--- src/hw/rtl/cartesian_to_azimuth_range_unit_assert.svh ---
// Assertion macros for the Cartesian to azimuth and range converter.
`ifndef CARTESIAN_TO_AZIMUTH_RANGE_UNIT_ASSERT_SVH
`define CARTESIAN_TO_AZIMUTH_RANGE_UNIT_ASSERT_SVH

// Same-cycle implication, sampled on clk and disabled in reset.
`define C2AR_ASSERT_IMP(label, ante, cons, msg) \
  label: assert property (@(posedge clk) disable iff (!rst_n) (ante) |-> (cons)) \
    else $error(msg);

// Next-cycle implication, sampled on clk and disabled in reset.
`define C2AR_ASSERT_NXT(label, ante, cons, msg) \
  label: assert property (@(posedge clk) disable iff (!rst_n) (ante) |=> (cons)) \
    else $error(msg);

`endif

--- src/hw/rtl/c2ar_pkg.sv ---
// Shared types and constants of the Cartesian to azimuth and range converter.
package c2ar_pkg;

  localparam int RANGE_WIDTH      = 24;
  localparam int TURN_WIDTH       = 32;
  localparam int PRESCALE_SHIFT   = 8;
  localparam int MAX_CORDIC_STEPS = 32;

  typedef logic [TURN_WIDTH-1:0] turn_t;

  localparam logic [RANGE_WIDTH-1:0] RANGE_MAX = '1;
  localparam turn_t TURN_HALF = 32'h8000_0000;

  // The value atan(2^-i) as a fraction of a full turn, rounded to nearest.
  localparam turn_t ATAN_TURN [MAX_CORDIC_STEPS] = '{
    32'd536870912, 32'd316933406, 32'd167458907, 32'd85004756,
    32'd42667331,  32'd21354465,  32'd10679838,  32'd5340245,
    32'd2670163,   32'd1335087,   32'd667544,    32'd333772,
    32'd166886,    32'd83443,     32'd41722,     32'd20861,
    32'd10430,     32'd5215,      32'd2608,      32'd1304,
    32'd652,       32'd326,       32'd163,       32'd81,
    32'd41,        32'd20,        32'd10,        32'd5,
    32'd3,         32'd1,         32'd1,         32'd0
  };

endpackage

--- src/hw/rtl/c2ar_stage.sv ---
// One pipeline stage: a CORDIC rotation or pass next to a square, sum, root-bit or pass step.
module c2ar_stage
  import c2ar_pkg::*;
#(
  parameter int COORD_WIDTH  = 24,
  parameter int CORDIC_STEPS = 18,
  parameter int STAGE        = 1,
  localparam int SUM_W       = 2 * COORD_WIDTH,
  localparam int VEC_W       = COORD_WIDTH + PRESCALE_SHIFT + 3
) (
  input  logic                    clk,
  input  logic                    rst_n,
  input  logic                    adv,
  input  logic                    vld_in,
  output logic                    vld_r,
  input  logic [SUM_W-1:0]        p_in,
  input  logic [SUM_W-1:0]        q_in,
  input  logic [COORD_WIDTH-1:0]  root_in,
  input  logic signed [VEC_W-1:0] a_in,
  input  logic signed [VEC_W-1:0] b_in,
  input  turn_t                   z_in,
  output logic [SUM_W-1:0]        p_r,
  output logic [SUM_W-1:0]        q_r,
  output logic [COORD_WIDTH-1:0]  root_r,
  output logic signed [VEC_W-1:0] a_r,
  output logic signed [VEC_W-1:0] b_r,
  output turn_t                   z_r
);

  localparam int ROT      = STAGE - 1;
  localparam int BIT_STEP = STAGE - 3;
  localparam int BIT_POS  = COORD_WIDTH - 1 - BIT_STEP;

  logic [SUM_W-1:0]        p_nxt;
  logic [SUM_W-1:0]        q_nxt;
  logic [COORD_WIDTH-1:0]  root_nxt;
  logic signed [VEC_W-1:0] a_nxt;
  logic signed [VEC_W-1:0] b_nxt;
  turn_t                   z_nxt;

  generate
    if (STAGE == 1) begin : g_square
      always_comb begin
        p_nxt    = SUM_W'(p_in[COORD_WIDTH-1:0]) * SUM_W'(p_in[COORD_WIDTH-1:0]);
        q_nxt    = SUM_W'(q_in[COORD_WIDTH-1:0]) * SUM_W'(q_in[COORD_WIDTH-1:0]);
        root_nxt = '0;
      end
    end else if (STAGE == 2) begin : g_sum
      always_comb begin
        p_nxt    = p_in + q_in;
        q_nxt    = '0;
        root_nxt = '0;
      end
    end else if (BIT_STEP < COORD_WIDTH) begin : g_root
      // The remainder holds the radicand minus the square of the partial root.
      logic [SUM_W-1:0] trial;
      always_comb begin
        trial    = (SUM_W'(root_in) << (BIT_POS + 1)) | (SUM_W'(1) << (2 * BIT_POS));
        q_nxt    = '0;
        p_nxt    = p_in;
        root_nxt = root_in;
        if (p_in >= trial) begin
          p_nxt    = p_in - trial;
          root_nxt = root_in | (COORD_WIDTH'(1) << BIT_POS);
        end
      end
    end else begin : g_root_pass
      always_comb begin
        p_nxt    = p_in;
        q_nxt    = '0;
        root_nxt = root_in;
      end
    end

    if (ROT < CORDIC_STEPS) begin : g_rotate
      logic signed [VEC_W-1:0] a_sh;
      logic signed [VEC_W-1:0] b_sh;
      always_comb begin
        a_sh  = a_in >>> ROT;
        b_sh  = b_in >>> ROT;
        a_nxt = a_in;
        b_nxt = b_in;
        z_nxt = z_in;
        if (!b_in[VEC_W-1] && (b_in != '0)) begin
          a_nxt = a_in + b_sh;
          b_nxt = b_in - a_sh;
          z_nxt = z_in + ATAN_TURN[ROT];
        end else if (b_in[VEC_W-1]) begin
          a_nxt = a_in - b_sh;
          b_nxt = b_in + a_sh;
          z_nxt = z_in - ATAN_TURN[ROT];
        end
      end
    end else begin : g_rotate_pass
      always_comb begin
        a_nxt = a_in;
        b_nxt = b_in;
        z_nxt = z_in;
      end
    end
  endgenerate

  always_ff @(posedge clk) begin
    if (!rst_n) begin
      vld_r <= 1'b0;
    end else if (adv) begin
      vld_r <= vld_in;
    end
  end

  always_ff @(posedge clk) begin
    if (adv) begin
      p_r    <= p_nxt;
      q_r    <= q_nxt;
      root_r <= root_nxt;
      a_r    <= a_nxt;
      b_r    <= b_nxt;
      z_r    <= z_nxt;
    end
  end

endmodule

--- config.mk ---
export PLATFORM = sky130hd
export DESIGN_NAME = c2ar_stage
export DESIGN_NICKNAME = d
export VERILOG_FILES = /design/src/hw/rtl/cartesian_to_azimuth_range_unit_assert.svh /design/src/hw/rtl/c2ar_pkg.sv /design/src/hw/rtl/c2ar_stage.sv
export SDC_FILE = /design/constraint.sdc
export NUM_CORES = 2
export LEC_CHECK = 0
export ABC_AREA = 0
export ABC_CLOCK_PERIOD_IN_PS = 11900
export BUFFER_PORTS_ARGS = -buffer_cell sky130_fd_sc_hd__buf_2
export CORE_ASPECT_RATIO = 2
export CORE_MARGIN = 4
export CORE_UTILIZATION = 35
export CTS_BUF_LIST = sky130_fd_sc_hd__clkbuf_8
export DETAILED_ROUTE_END_ITERATION = 6
export GPL_ROUTABILITY_DRIVEN = 0
export GPL_TIMING_DRIVEN = 0
export PLACE_DENSITY = 0.56
export SKIP_CTS_REPAIR_TIMING = 1
export SLEW_MARGIN = 20
export SYNTH_ARGS = -nofsm -noshare
export SYNTH_HDL_FRONTEND = slang
export SYNTH_SLANG_ARGS = --single-unit
--- constraint.sdc ---
create_clock -name clk -period 11.9 [get_ports clk]
set_input_delay 2.38 -clock clk [delete_from_list [all_inputs] [get_ports clk]]
set_output_delay 2.38 -clock clk [all_outputs]
set_load 0.05 [all_outputs]
==> results_dict.tcl <==
set metrics [dict create \
    status "finished with violations" \
    failed_checks "DRC" \
    core_um2 130000 \
    post_dp_cell_area_um2 49700 \
    synth_most_common_cell "inv_1" \
    cts.clk_slew.worst_paths_ns 0.11 \
    die_w_um 263 \
    crit_type "primary input to flip-flop" \
    overflow 0 \
    slowest_stage "clkbuf_1" \
    critPathMostFrequentCell "fa_1" \
    hpwl_um 150000 \
    drt_wl_total_um 176000 \
    grt_pass1_wl_um 256000 \
    maxCapViolCount 0 \
    whs_ns 0.529 \
    cts_tree "done" \
    cts_root_buf "clkbuf_8" \
    setup_violations 0 \
    relSlewSlack 0.195 \
    reg2reg_slack_ns 11.31 \
    stdcell_area_um2 50200 \
    arrival_ns 11.93 \
    worst_clock_skew_ns 0 \
    post-route-period-util 0.972 \
    layout.nets 6910 \
    crit_start "p_in[16]" \
    synth-seq-cells 197 \
    cp_max_fo 10 \
    drive_gt1_frac 0.0849 \
    viasPerCell 5.25 \
    cts.sinks 197 \
    yosysSeqAreaShare 0.129 \
    drv_slew 0 \
    die-area_um2 137000 \
    syn-cell-area_um2 45600 \
    htreeDepth 4 \
    rows 187 \
    place.port_buffers 349 \
    endpoint_kind "flip-flop" \
    tightest_slew_ns 1.20 \
    drtAntennaViolNets 0 \
    ios 449 \
    synth-edff-count 196 \
    required_ns 12.27 \
    syn_inst 4975 \
    areaGrowthSynthToFinish_pct 9.97 \
    grt_use_total 0.255 \
    avgSynthCellArea_um2 9.17 \
    synth_common_cells "1301 x inv_1, 847 x fa_1, 458 x ha_1" \
    grt_antenna_before_repair 47 \
    rsz0062_at_grt "false" \
    fin_crit_ns 11.56 \
    routedWlPerCell_um 24.7 \
    max_freq_mhz 86.5 \
    fin_util 0.387 \
    cts_buffer_depth 3 \
    netlist.area_leader.share 0.372 \
    numCtsBuffers 25 \
    drt_iter0_drc 2264 \
    endpoint "p_r[44]" \
    chipHeight_um 519 \
    start_util 0.352 \
    grt_pass1_vias 41200 \
    synth_largest_area_cell "fa_1" \
    synthArstFlopShare 0 \
    cpPeakStageDelay_ns 0.83 \
    hold_viol_final 0 \
    clk_latency_ns 0.62 \
    worstHoldPathCells 2 \
    dr_total_vias 37300 \
    critical_path.startpoint_type "primary input" \
    synth_ff_type "edfxtp_1" \
    grt_max_degree 87 \
    reg2regPathDepth 2 \
    fin_tns_setup_ns 0 \
    reg2reg_from "vld_r" \
    rr_endpoint "vld_r" \
    hp-class "flip-flop to flip-flop" \
    drc 1 \
    ys_types 87 \
    dr.pass1.iters 7 \
    yosys_warnings 0 \
    synthTopCellsByArea "fa_1 37%, edfxtp_1 13%, ha_1 13%" \
]
[worst max-delay path, delay by kind of cell]
kind | cells | cell delay (ns)
adder cells (fa/ha/maj) | 8 | 3.93
buffers and inverters | 9 | 2.22
AO/OA/AOI/OAI | 6 | 2.12
AND/OR/NAND/NOR | 4 | 1.26
[placed cells by master, fill, tap and decap left out, types with 41 or more instances in the layout]
| cell | instances |
|---|---|
| a21o_1 | 98 |
| a21oi_1 | 280 |
| and2_1 | 238 |
| buf_2 | 353 |
| clkbuf_1 | 171 |
| edfxtp_1 | 196 |
| fa_1 | 847 |
| ha_1 | 458 |
| inv_1 | 1302 |
| nand2_1 | 405 |
| nand3_1 | 41 |
| nor2_1 | 179 |
| o21ai_0 | 111 |
| o21bai_1 | 44 |
| xnor2_1 | 87 |
[state kept, by name, indices dropped and copies added, names as in the netlist]
| name | cells |
|---|---|
| a_r | 35 |
| p_r | 47 |
| vld_r | 1 |
| q_r | 47 |
| z_r | 32 |
| b_r | 35 |
[per-layer routing]
layer	share of wire	vias up	global-route usage
met5	0.0011	-	0
met4	0.10	30	0.208
met3	0.061	788	0.0454
met2	0.53	1678	0.484
met1	0.30	18600	0.232
li1	-	16200	-
[worst min path at each step]
stage | start | end | slack [ns]
after floorplan | vld_r | vld_r | 0.74
after CTS | vld_r | vld_r | 0.53
after detailed placement | vld_r | vld_r | 0.51
final | vld_r | vld_r | 0.53
after global placement | vld_r | vld_r | 0.49
after global routing | vld_r | vld_r | 0.58
[metrics by stage]
stage / cells / setup slack, ns
5_1_grt: 7093 / 0.180
6_report: 7111 / 0.337
3_3_place_gp: 7050 / -0.336
3_5_place_dp: 7053 / -0.294
2_1_floorplan: 5000 / 2.68
4_1_cts: 7085 / 0.395
[cell type report]
class,count,area (µm²)
timing repair buffer,352,1820
sequential,197,5910
fill,13400,79400
tap,1701,2130
multi-input combinational,3283,34000
antenna,26,65.1
inverter,1309,4910
clock inverter,7,92.6
buffer,211,908
clock buffer,25,344
[cell families (layout without fill, tap and decap cells)]
kind of cell | count (synthesis) | after routing | synth area share
AOI/OAI and AO/OA | 765 | 765 | 0.107
xor gates and xnor gates | 127 | 127 | 0.0244
adders and majority gates | 1305 | 1305 | 0.497
buffers and inverters | 1520 | 1904 | 0.128
DFF | 197 | 197 | 0.129
muxes | 16 | 16 | 0.00359
other | 1 | 52 | 0.0000822
and+or+nand+nor | 1044 | 1044 | 0.111
Power is left out: the tool's default activity adds up to more than one toggle a clock period on the data nets, which glitch-free logic cannot reach.
